[config.mk]
export PLATFORM = sky130hd
export DESIGN_NAME = edh_controller
export DESIGN_NICKNAME = d
export VERILOG_FILES = /design/src/hw/rtl/equal_distinct_histogram_engine_unit_assert.svh /design/src/hw/rtl/edh_pkg.sv /design/src/hw/rtl/edh_controller.sv
export SDC_FILE = /design/constraint.sdc
export NUM_CORES = 1
export LEC_CHECK = 0
export BUFFER_PORTS_ARGS = -buffer_cell sky130_fd_sc_hd__buf_2
export CAP_MARGIN = 5
export CORE_AREA = 2 2 39 41
export CTS_CLUSTER_DIAMETER = 100
export CTS_CLUSTER_SIZE = 30
export DETAILED_ROUTE_END_ITERATION = 7
export DIE_AREA = 0 0 41 43
export PLACE_DENSITY = 0.53
export SLEW_MARGIN = 0
export SYNTH_ARGS = -nofsm -noshare
export SYNTH_HDL_FRONTEND = slang
export SYNTH_SLANG_ARGS = --single-unit
[constraint.sdc]
create_clock -name clk -period 2 [get_ports clk]
set_input_delay 0.4 -clock clk [delete_from_list [all_inputs] [get_ports clk]]
set_output_delay 0.4 -clock clk [all_outputs]
set_load 0.05 [all_outputs]
[src/hw/rtl/equal_distinct_histogram_engine_unit_assert.svh]
// ----------------------------------------------------------------------------
// Assertion macros for the equal-distinct histogram engine
// Same-cycle and next-cycle implication checks with reset disable.
// ----------------------------------------------------------------------------
`ifndef EQUAL_DISTINCT_HISTOGRAM_ENGINE_UNIT_ASSERT_SVH
`define EQUAL_DISTINCT_HISTOGRAM_ENGINE_UNIT_ASSERT_SVH

// antecedent implies consequent in the same cycle
`define EDH_ASSERT_SAME(lbl, clk, rst, ante, cons) \
  lbl: assert property (@(posedge clk) disable iff (rst) (ante) |-> (cons)) \
    else $error("edh same-cycle check failed");

// antecedent implies consequent in the next cycle
`define EDH_ASSERT_NEXT(lbl, clk, rst, ante, cons) \
  lbl: assert property (@(posedge clk) disable iff (rst) (ante) |=> (cons)) \
    else $error("edh next-cycle check failed");

`endif

[src/hw/rtl/edh_pkg.sv]
// ----------------------------------------------------------------------------
// edh_pkg
// Shared types, constants and helpers of the histogram engine.
// ----------------------------------------------------------------------------
`default_nettype none

package edh_pkg;

  localparam int unsigned BUCKET_SLOTS = 256;
  localparam int unsigned MAX_VALUES  = 65536;
  localparam int unsigned IDX_W   = $clog2(BUCKET_SLOTS);
  localparam int unsigned CNT_W   = IDX_W + 1;
  localparam int unsigned DIST_W  = 17;
  localparam int unsigned ROWS_W  = 48;
  localparam int unsigned VAL_W   = 64;
  localparam int unsigned OCC_W   = 32;
  localparam int unsigned CFG_W   = 17;
  localparam int unsigned DIV_STEPS = DIST_W;

  typedef enum logic [2:0] {
    OP_LOAD    = 3'd0,
    OP_CONTAIN = 3'd1,
    OP_LOWER   = 3'd2,
    OP_UPPER   = 3'd3,
    OP_TOTALS  = 3'd4,
    OP_CLEAR   = 3'd5
  } opcode_t;

  typedef enum logic [1:0] {
    KIND_CLOSE  = 2'd0,
    KIND_LOOKUP = 2'd1,
    KIND_TOTALS = 2'd2
  } kind_t;

  typedef enum logic {
    CFG_DISTINCT_TOTAL = 1'b0,
    CFG_BUCKET_LIMIT   = 1'b1
  } cfg_index_t;

  typedef enum logic [2:0] {
    S_IDLE,
    S_DECODE,
    S_DIV,
    S_LOAD,
    S_SRCH,
    S_CMP,
    S_ANSWER,
    S_TOTALS
  } state_t;

  // controller to datapath
  typedef struct packed {
    logic latch_in;
    logic clear;
    logic build_start;
    logic div_step;
    logic load_do;
    logic search_init;
    logic rd_mid;
    logic rd_idx;
    logic srch_step;
    logic emit_answer;
    logic emit_totals;
  } cmd_t;

  // datapath to controller
  typedef struct packed {
    logic [2:0] op;
    logic       empty;
    logic       load_skip;
    logic       load_closes;
    logic       div_done;
    logic       lo_lt_hi;
    logic       out_free;
  } status_t;

  // 48-bit saturating add
  function automatic logic [ROWS_W-1:0] sat_add48(input logic [ROWS_W-1:0] a,
                                                  input logic [ROWS_W-1:0] b);
    logic [ROWS_W:0] s;
    s = {1'b0, a} + {1'b0, b};
    return s[ROWS_W] ? {ROWS_W{1'b1}} : s[ROWS_W-1:0];
  endfunction

endpackage

`default_nettype wire

[src/hw/rtl/edh_controller.sv]
// ----------------------------------------------------------------------------
// edh_controller
// Sequencer: decode, build division, load, binary search and result issue.
// ----------------------------------------------------------------------------
`default_nettype none

module edh_controller (
  input  wire logic             clk,
  input  wire logic             rst,
  input  wire logic             in_valid,
  output logic                  in_ready,
  input  wire edh_pkg::status_t status,
  output edh_pkg::cmd_t         cmd
);
  import edh_pkg::*;

  state_t state, state_next;

  // state register
  always_ff @(posedge clk) begin
    if (rst) begin
      state <= S_IDLE;
    end else begin
      state <= state_next;
    end
  end

  // next state and commands
  always_comb begin
    state_next   = state;
    cmd          = '0;
    in_ready     = (state == S_IDLE);
    cmd.latch_in = in_valid && in_ready;
    unique case (state)
      S_IDLE: begin
        if (in_valid) begin
          state_next = S_DECODE;
        end
      end
      S_DECODE: begin
        priority if (status.op == OP_LOAD) begin
          if (status.empty) begin
            cmd.build_start = 1'b1;
            state_next      = S_DIV;
          end else begin
            state_next = S_LOAD;
          end
        end else if (status.op == OP_CONTAIN || status.op == OP_LOWER ||
                     status.op == OP_UPPER) begin
          cmd.search_init = 1'b1;
          state_next      = S_SRCH;
        end else if (status.op == OP_TOTALS) begin
          state_next = S_TOTALS;
        end else if (status.op == OP_CLEAR) begin
          cmd.clear  = 1'b1;
          state_next = S_IDLE;
        end else begin
          state_next = S_IDLE;
        end
      end
      S_DIV: begin
        cmd.div_step = 1'b1;
        if (status.div_done) begin
          state_next = S_LOAD;
        end
      end
      S_LOAD: begin
        priority if (status.load_skip) begin
          state_next = S_IDLE;
        end else if (!status.load_closes || status.out_free) begin
          cmd.load_do = 1'b1;
          state_next  = S_IDLE;
        end else begin
          state_next = S_LOAD;
        end
      end
      S_SRCH: begin
        if (status.lo_lt_hi) begin
          cmd.rd_mid = 1'b1;
          state_next = S_CMP;
        end else begin
          cmd.rd_idx = 1'b1;
          state_next = S_ANSWER;
        end
      end
      S_CMP: begin
        cmd.srch_step = 1'b1;
        state_next    = S_SRCH;
      end
      S_ANSWER: begin
        if (status.out_free) begin
          cmd.emit_answer = 1'b1;
          state_next      = S_IDLE;
        end
      end
      S_TOTALS: begin
        if (status.out_free) begin
          cmd.emit_totals = 1'b1;
          state_next      = S_IDLE;
        end
      end
      default: state_next = S_IDLE;
    endcase
  end

endmodule

`default_nettype wire

# == Yosys cells after proc, flatten, opt, wreduce, memory -nomap -nowiden ==
# Cells that the tools add are included.
# op_classes
n_eq_ne,15
reduce_logical,9
mux,32
# ops
op,n
3-bit case mux with 7 select lines,1
1-bit two-way mux,20
"3-bit equality test, second input constant",6
3-bit two-way mux,6
"3-bit by 2-bit equality test with 1-bit output, second input constant",4
2-bit two-way mux,5
"3-bit by 1-bit equality test with 1-bit output, second input constant",2
3-bit zero test,2
"2-bit != test, second input constant",2
1-bit logical OR,3
3-bit AND reduction,1
"2-bit by 1-bit != test with 1-bit output, second input constant",1
2-bit OR reduction,1
1-bit logical AND,1
1-bit zero test,1
# totals
inputBits,12
word_cells,57
ff_bits,3

# == Depth between registers and ports, before layout ==
# Gate-level depths: netlist of the first run.
# logic_depth
ltp_word,6
mapped_depth,4
mapped_depth_nobuf,3

# == Worst setup path before layout of the first run ==
# OpenSTA, ideal clock, no wires.
# synth_timing
kind,flip-flop to output port
from,register state[0]
to,output cmd[6] (netlist bit)
stages_incl_launch_ff,4
path_buffers,1
t_arrival_ns,2.970
required_time_ns,1.600
slack_ns,-1.370
path_cell_list,dfxtp_1 > buf_2 > nand2_1 > a2111oi_0
# synth_lines
item,line_no,text
start: declaration,edh_controller.sv:17,"state_t state, state_next;"
start signal: assignment,edh_controller.sv:24,state <= state_next;
end: declaration,edh_controller.sv:13,output edh_pkg::cmd_t cmd

==> results of run 1 <==
-- cells in the final DEF, fill, tap and decap left out, drive strengths merged --
cell / n
and2: 1
or3: 1
nand2: 4
nor2: 6
o21ai: 1
a311oi: 2
nor4bb: 1
nand2b: 1
a21oi: 1
nand3b: 1
a31oi: 2
o31ai: 1
dfxtp: 3
nor4b: 2
nor3: 2
inv: 2
clkbuf: 4
buf: 25
and4b: 1
nor3b: 3
o21bai: 1
nor4: 1
a2111oi: 1
o31a: 1
and3b: 1
and4bb: 1
-- area by class of cell --
| type | count | area (um2) |
|---|---|---|
| clock buffer | 4 | 26.3 |
| fill | 160 | 858 |
| inverter | 2 | 7.51 |
| multi-input combinational | 36 | 280 |
| sequential | 3 | 61.3 |
| tap | 16 | 20.0 |
| timing repair buffer | 25 | 130 |
-- worst paths after layout --
kind / startpoint / to / cells after the start
setup / recovery: state[1] / cmd[10] / 4
hold / removal: rst / state[0] / 2
setup reg to reg: state[1] / state[0] / 4
hold reg to reg: state[1] / state[2] / 1
-- repair_timing --
item / CTS / global route
buffers inserted: 0 / 0
resized for setup: 0 / 2
endpoints found under the setup margin: 0 / 4
-- cells in the mapped netlist, drive strengths merged, types with 2 or more instances --
library cell,instances
nor2,6
nand2,4
buf,3
dfxtp,3
nor3b,3
a311oi,2
a31oi,2
inv,2
nor3,2
nor4b,2
-- critical path, delay by kind of cell (launching register included) --
kind | cells | cell delay (ns)
DFF | 1 | 0.38
and+or+nand+nor | 2 | 0.39
buffers and inverters | 2 | 0.44
-- cell families (layout without fill, tap and decap cells) --
group | after synthesis | in the layout | share of synthesized area
simple gates | 26 | 26 | 0.518
flops | 3 | 3 | 0.173
buf+inv | 5 | 31 | 0.101
compound gates | 10 | 10 | 0.209
-- power breakdown --
| group | switching, mW | total, mW | leakage [nW] | internal, mW |
|---|---|---|---|---|
| sequential | 0.0595 | 0.150 | 0.0251 | 0.0903 |
| clock | 0.0313 | 0.106 | 0.0150 | 0.0748 |
| combinational | 0.356 | 0.538 | 0.200 | 0.183 |
-- per-stage QoR --
stage	utilization	cell area [um2]	instances
3_5_place_dp	0.355	492	82
5_1_grt	0.380	526	86
2_1_floorplan	-	369	44
6_report	0.380	526	86
4_1_cts	0.374	518	86
3_3_place_gp	0.355	492	82
-- layer usage --
metal,global-route usage,share of wire,vias to the layer above
met5,0,0,-
met4,0.0400,0,0
met3,0.0314,0.061,0
met2,0.206,0.50,14
met1,0.144,0.43,179
li1,-,-,222
==> metrics.txt, run 1 <==
flip-flop and latch count after synthesis=3; critical path fanouts, max=7; final hold violation count=0; number of design-rule violations left by the first detailed-router iteration=6; Detail Placement HPWL=757 um; Worst Setup End Kind=primary output; worst hold path type=input pin to register; net count of the finished layout=83; hold slack=0.366 ns; first-pass GRT wire length=1550 um; total CTS buffers=3; Crit path required time=1.60 ns; cts hold-fix bufs=0; largest net degree at the start of global routing=11; Mean Syn Cell Area=7.91 um2; share of cells above drive strength 1=0.529; final antenna diode count=0; count of H-tree levels built during CTS=1; maximum clock frequency=0.542 GHz; kind of start point of the critical path=register; EDFF count, synth=0; clock tree buffer depth=2; IO Port Bufs=23; Max-Cap Viols=0; outcome=complete, no violations; clock-pin slew reported for the worst setup and hold paths after clock tree synthesis=0.04 ns; worst rel slew slack=0.778; area inside the core boundary=1380 um2; main flop type after synthesis=dfxtp_1; top cells by area, synth=dfxtp_1 (17%), nor4b_2 (8.6%), buf_6 (6.5%); count of synthesis-stage warnings from yosys=0; largest registers in the final layout=state x3; power density normalized to cell area=1510 nW/um2; Initial DRT Pass Iterations=3; minimum setup slack after placement=0.252 ns; Starting Density=0.251; cells after synthesis=44; TritonCTS clock tree=yes; time the final worst path needs with I/O delays and setup=1.84 ns; Cell Chain, Critical Path=buf_4 -> nor3_2 -> and2_1 -> buf_2; average routed wire per standard cell=11.0 um; row count=14; register with the most flip-flops=state; die width=41 um; static leakage=0.240 nW; arrival time at the worst endpoint=1.44 ns; Via Count=415; Fin Setup TNS=0 ns; fraction of the yosys area taken by sequential cells=0.173; sum of overflow across all layers after global routing=0; unrepaired setup endpoints after global routing=false; area share of the leading cell type in the synthesized netlist=0.173; maximum vdd ir drop=0.535 mV; Post-Route WL=949 um; kind of critical path=register to primary output; top-level port count=24; number of clock sinks=3; Clock Root Buffer=clkbuf_4; Die Y-Extent=43 um; fraction of synthesis flops using an asynchronous set or reset pin=0; endpoints failing setup=0; power consumption=0.794 mW; initial antenna violation count=0; Antenna Nets Post-Route=0; Global Route Usage Sum=0.123; weighted congestion at the end of routability-driven global placement=0.750; DRC violation count after routing=0; setup slack after layout=0.157 ns; clock latency on the worst-skew pair=0.23 ns; DR vias/cell=4.83; R2R setup slack=0.59 ns; flip-flop count of the largest register after layout=3; vias in the first global route=384; net count of the mapped netlist=56; top cell type by total area after synthesis=dfxtp_1; Die ar.=1760 um2; slowest stage cell on the critical path=dfxtp_1; largest clock skew in the final design=0.000305 ns; area of the mapped netlist=348 um2; transition time at the pin with the least slew margin=0.329 ns; Largest stage delay, worst path=0.38 ns; portion of the clock cycle consumed by the worst path in the final layout=0.922; area overhead of the layout relative to synthesis=51.1%; number of pins with negative max-slew slack in the final report=0; Distinct cells, synth=27
(Power assumes the default switching activity.)
==> run 2, diff against run 1 <==
Settings changed: CTS_BUF_LIST from default to sky130_fd_sc_hd__clkbuf_16, SKIP_LAST_GASP from default to 1.
==> run 2 against run 1 <==
  * Flip-flop and latch count stayed put
  * Clock skew hardly changed
  * Clock power grew to 2.9 times the previous value
  * Sequential share of layout area is 1.1 points lower
  * Global-route usage is 0.60 points higher
  * Via count is 1.2% higher
  * Wire length is 3.0% higher
  * Hold slack better by 0.012 ns
  * Critical endpoint unchanged
  * Largest power group unchanged
  * Highest routed layer unchanged
==> metrics.txt, run 2 (synthesis gave the netlist of run 1 again) <==
outcome=complete, no violations; Detail Placement HPWL=757 um (unchanged); DRC violation count after routing=0 (unchanged); minimum setup slack after placement=0.252 ns (unchanged); hold slack=0.378 ns (+0.0121 ns); share of cells above drive strength 1=0.529 (unchanged); maximum clock frequency=0.546 GHz (+0.69%); register with the most flip-flops=state; Worst Setup End Kind=primary output; kind of critical path=register to primary output; average routed wire per standard cell=11.4 um (+3.0%); Post-Route WL=977 um (+3.0%); number of clock sinks=3 (unchanged); Die Y-Extent=43 um (unchanged); portion of the clock cycle consumed by the worst path in the final layout=0.915 (-0.00633); critical path fanouts, max=7 (unchanged); Max-Cap Viols=0 (unchanged); most frequent standard cell in the layout excluding fill and tap cells=buf_2; row count=14 (unchanged); arrival time at the worst endpoint=1.43 ns (about the same); Initial DRT Pass Iterations=2 (-1); final antenna diode count=0 (unchanged); relative contribution of the clock network to total power=0.312 (+0.178); top-level port count=24 (unchanged); Final Core Density=0.418 (+0.0380); transition time at the pin with the least slew margin=0.337 ns (+0.00784 ns); area inside the core boundary=1380 um2 (unchanged); setup slack after layout=0.169 ns (+0.0127 ns); cell-internal power=0.531 mW (+53%); IO Port Bufs=23 (unchanged); switching power=0.471 mW (+5.4%); post-placement cell area=492 um2 (unchanged); Global Route Usage Sum=0.129 (+0.00601); endpoints failing setup=0 (unchanged); Die ar.=1760 um2 (unchanged); number of pins with negative max-slew slack in the final report=0 (unchanged); worst rel slew slack=0.773 (-0.00528); share of total power in combinational logic=0.538 (-0.140); most frequent cells in the layout=buf_2 (23), nor2_1 (6), nand2_1 (4), inv_1 (3), clkbuf_16 (3); largest registers in the final layout=state x3; total CTS buffers=3 (unchanged); Starting Density=0.251 (unchanged); Antenna Nets Post-Route=0 (unchanged); unrepaired setup endpoints after global routing=false; clock latency on the worst-skew pair=0.22 ns (about the same); Clock Root Buffer=clkbuf_16; sum of overflow across all layers after global routing=0 (unchanged); vias in the first global route=399 (+3.9%); clock-pin slew reported for the worst setup and hold paths after clock tree synthesis=0.03 ns (about the same); kind of start point of the critical path=register; flip-flop count of the largest register after layout=3 (unchanged); largest clock skew in the final design=0.0000413 ns (-0.000264 ns); DR vias/cell=4.88 (+1.2%); time the final worst path needs with I/O delays and setup=1.83 ns (-0.0127 ns); die width=41 um (unchanged); Fin Setup TNS=0 ns (unchanged); part of the total power dissipated in sequential elements=0.151 (-0.038); power density normalized to cell area=1730 nW/um2 (+15%); maximum vdd ir drop=0.617 mV (+15%); Via Count=420 (+1.2%); final hold violation count=0 (unchanged); Crit path required time=1.60 ns (about the same); number of design-rule violations left by the first detailed-router iteration=1 (-5); fill cell instance count of the final layout=154 (-3.8%); worst hold path type=input pin to register; largest net degree at the start of global routing=11 (unchanged); initial antenna violation count=0 (unchanged); sw frac=0.470 (-0.0922); area overhead of the layout relative to synthesis=66.2%; first-pass GRT wire length=1600 um (+3.1%); fin area=578 um2 (+10%); count of H-tree levels built during CTS=1 (unchanged); clock tree buffer depth=2 (unchanged); net count of the finished layout=83 (unchanged); static leakage=0.267 nW (+11%); weighted congestion at the end of routability-driven global placement=0.750 (unchanged); TritonCTS clock tree=yes
run 2: worst paths after layout:
check	to	slack, ns	depth (start not counted)	start
hold / removal	state[0]	0.38	2	rst
setup / recovery	cmd[10]	0.17	4	state[1]
setup reg to reg	state[0]	0.59	4	state[1]
hold reg to reg	state[2]	0.69	1	state[1]
run 2: what timing repair did:
| item | in CTS | in global routing |
|---|---|---|
| endpoints found under the setup margin | 0 | 3 |
| hold buffers | 0 | 0 |
| endpoints found under the hold margin | 0 | 0 |
| resized for setup | 0 | 2 |
| setup buffers | 0 | 0 |
run 2: critical path, stage by stage, from the launching register on:
cell     delay [ns]
dfxtp_1        0.37
buf_4          0.19
nor3_2         0.24
and2_1         0.15
buf_2          0.25
run 2: area by class of cell:
cell class / count / area, um2 / share of cell area
timing repair buffer: 25 / 130 / 0.225
tap: 16 / 20.0 / 0.0346
inverter: 2 / 7.51 / 0.0130
clock buffer: 3 / 75.1 / 0.130
sequential: 3 / 61.3 / 0.106
multi-input combinational: 36 / 280 / 0.485
clock inverter: 1 / 3.75 / 0.00649
run 2: per-stage QoR:
stage                     instances  power, mW
after floorplan                  44      0.578
after global placement           82      0.667
after detailed placement         82      0.675
after CTS                        86      0.991
after global routing             86       1.07
final                            86       1.00
run 2: power groups by stage:
stage               sequential (mW)  clock, mW  combinational [mW]
floorplan                     0.105          0               0.473
global placement              0.141          0               0.527
detailed placement            0.143          0               0.532
CTS                           0.142      0.315               0.534
global route                  0.157      0.325               0.586
finish                        0.151      0.312               0.538
run 2: routing by layer:
metal	vias up	track usage	share of wire
met5	-	0	0
met4	0	0.0600	0
met3	0	0.0314	0.059
met2	14	0.213	0.51
met1	186	0.147	0.43
li1	220	-	-
==> run 3, diff against run 2 <==
Settings changed: CTS_BUF_LIST sky130_fd_sc_hd__clkbuf_16 to sky130_fd_sc_hd__clkbuf_4 sky130_fd_sc_hd__clkbuf_8, RECOVER_POWER from default to 25.
==> run 3 against run 2 <==
  * Final cell count did not move
  * Global-route usage fell by 0.60 points
  * Highest routed layer unchanged
  * Sequential power about the same
==> metrics.txt, run 3 (synthesis gave the netlist of run 1 again) <==
initial antenna violation count=0 (unchanged); kind of start point of the critical path=register; number of design-rule violations left by the first detailed-router iteration=6 (+5); largest net degree at the start of global routing=11 (unchanged); unrepaired setup endpoints after global routing=false; Worst Hold Launch=rst; row count=14 (unchanged); WHS Endpoint=state[0]; instance count along the most critical hold path=2 (unchanged); number of pins with negative max-slew slack in the final report=0 (unchanged); maximum vdd ir drop=0.512 mV (-17%); DR vias/cell=4.83 (-1.2%); kind of critical path=register to primary output; IO Port Bufs=23 (unchanged); Post-Route WL=947 um (-3.1%); clock-pin slew reported for the worst setup and hold paths after clock tree synthesis=0.04 ns (about the same); net count of the finished layout=83 (unchanged); transition time at the pin with the least slew margin=0.464 ns (+0.126 ns); maximum clock frequency=0.543 GHz (-0.63%); Detail Placement HPWL=757 um (unchanged); portion of the clock cycle consumed by the worst path in the final layout=0.921 (+0.00580); worst reg2reg startpoint=state[1]; outcome=complete, no violations; largest clock skew in the final design=0.00180 ns (+0.00175 ns); Initial DRT Pass Iterations=3 (+1); endpoints failing setup=0 (unchanged); most frequent cells in the layout=buf_2 (22), nor2_1 (6), nand2_1 (4), clkbuf_4 (4); largest registers in the final layout=state x3; Clock Root Buffer=clkbuf_4; TritonCTS clock tree=yes; register with the most flip-flops=state; weighted congestion at the end of routability-driven global placement=0.750 (unchanged); fill cell instance count of the final layout=160 (+3.9%); Die ar.=1760 um2 (unchanged); worst hold path type=input pin to register; total CTS buffers=3 (unchanged); worst rel slew slack=0.687 (-0.0865); final hold violation count=0 (unchanged); arrival time at the worst endpoint=1.44 ns (about the same); flip-flop count of the largest register after layout=3 (unchanged); Via Count=415 (-1.2%); Starting Density=0.251 (unchanged); first-pass GRT wire length=1550 um (-3.0%); clock latency on the worst-skew pair=0.23 ns (about the same); power consumption=0.803 mW (-20%); DRC violation count after routing=0 (unchanged); final antenna diode count=0 (unchanged); number of clock sinks=3 (unchanged); area inside the core boundary=1380 um2 (unchanged); area overhead of the layout relative to synthesis=50.0%; most frequent standard cell in the layout excluding fill and tap cells=buf_2; sum of overflow across all layers after global routing=0 (unchanged); count of H-tree levels built during CTS=1 (unchanged); hold slack=0.365 ns (-0.0130 ns); critical path fanouts, max=7 (unchanged); power density normalized to cell area=1540 nW/um2 (-11%); R2R setup slack=0.50 ns (-0.09 ns); Antenna Nets Post-Route=0 (unchanged); logic depth of the worst register-to-register path=4 (unchanged); vias in the first global route=384 (-3.8%); clock tree buffer depth=2 (unchanged); cts hold-fix bufs=0 (unchanged); endpoint of the lowest-slack register-to-register path=state[1]; die width=41 um (unchanged); top-level port count=24 (unchanged); static leakage=0.240 nW (-10%); share of cells above drive strength 1=0.514 (-0.0143); average routed wire per standard cell=11.0 um (-3.1%); time the final worst path needs with I/O delays and setup=1.84 ns (+0.0116 ns); Die Y-Extent=43 um (unchanged); Max-Cap Viols=0 (unchanged); Crit path required time=1.60 ns (about the same); Global Route Usage Sum=0.123 (-0.00601); Worst Setup End Kind=primary output
[run 3: per-stage QoR]
stage / cells / setup TNS (ns) / utilization / worst slack (ns) / area (um2)
2_1_floorplan: 44 / -0.110 / - / -0.0949 / 369
3_5_place_dp: 82 / 0 / 0.355 / 0.252 / 492
4_1_cts: 86 / 0 / 0.377 / 0.000278 / 522
6_report: 86 / 0 / 0.377 / 0.158 / 522
3_3_place_gp: 82 / 0 / 0.355 / 0.319 / 492
5_1_grt: 86 / 0 / 0.377 / 0.0251 / 522
[run 3: how the worst max path moves through the flow]
stage | startpoint | to | slack [ns] | depth (start not counted)
after detailed placement | state[0] | cmd[5] | 0.25 | 3
final | state[1] | cmd[10] | 0.16 | 4
after global routing | state[1] | cmd[6] | 0.03 | 3
after global placement | state[0] | cmd[9] | 0.32 | 3
after floorplan | state[1] | cmd[10] | -0.09 | 3
after CTS | state[0] | cmd[9] | 0.0003 | 3
[run 3: layout make-up]
cell class	count	area [um2]	share of cell area
multi-input cells	36	274	0.525
flip-flops and latches	3	61.3	0.118
clock buffers	4	30.0	0.0576
repair buffers	25	129	0.247
well taps	16	20.0	0.0384
inverters	2	7.51	0.0144
[run 3: worst max-delay path: stages (launching register included)]
cell and delay (ns):
dfxtp_1 0.38, buf_4 0.19, nor3_2 0.24, and2_1 0.15, buf_2 0.25
[run 3: metal layers]
layer / track usage / share of wire / vias up
met5: 0 / 0 / -
met4: 0.0400 / 0 / 0
met3: 0.0314 / 0.062 / 0
met2: 0.206 / 0.52 / 14
met1: 0.144 / 0.42 / 182
li1: - / - / 219
[run 3: power breakdown]
group / internal (mW) / total (mW) / switching [mW]
combinational: 0.180 / 0.534 / 0.354
clock: 0.0883 / 0.119 / 0.0310
sequential: 0.0903 / 0.150 / 0.0592
total: 0.359 / 0.803 / 0.445
[run 3: timing repair]
item | CTS | global route
resized for setup | 0 | 2
endpoints found under the setup margin | 0 | 4
buffers inserted | 0 | 0
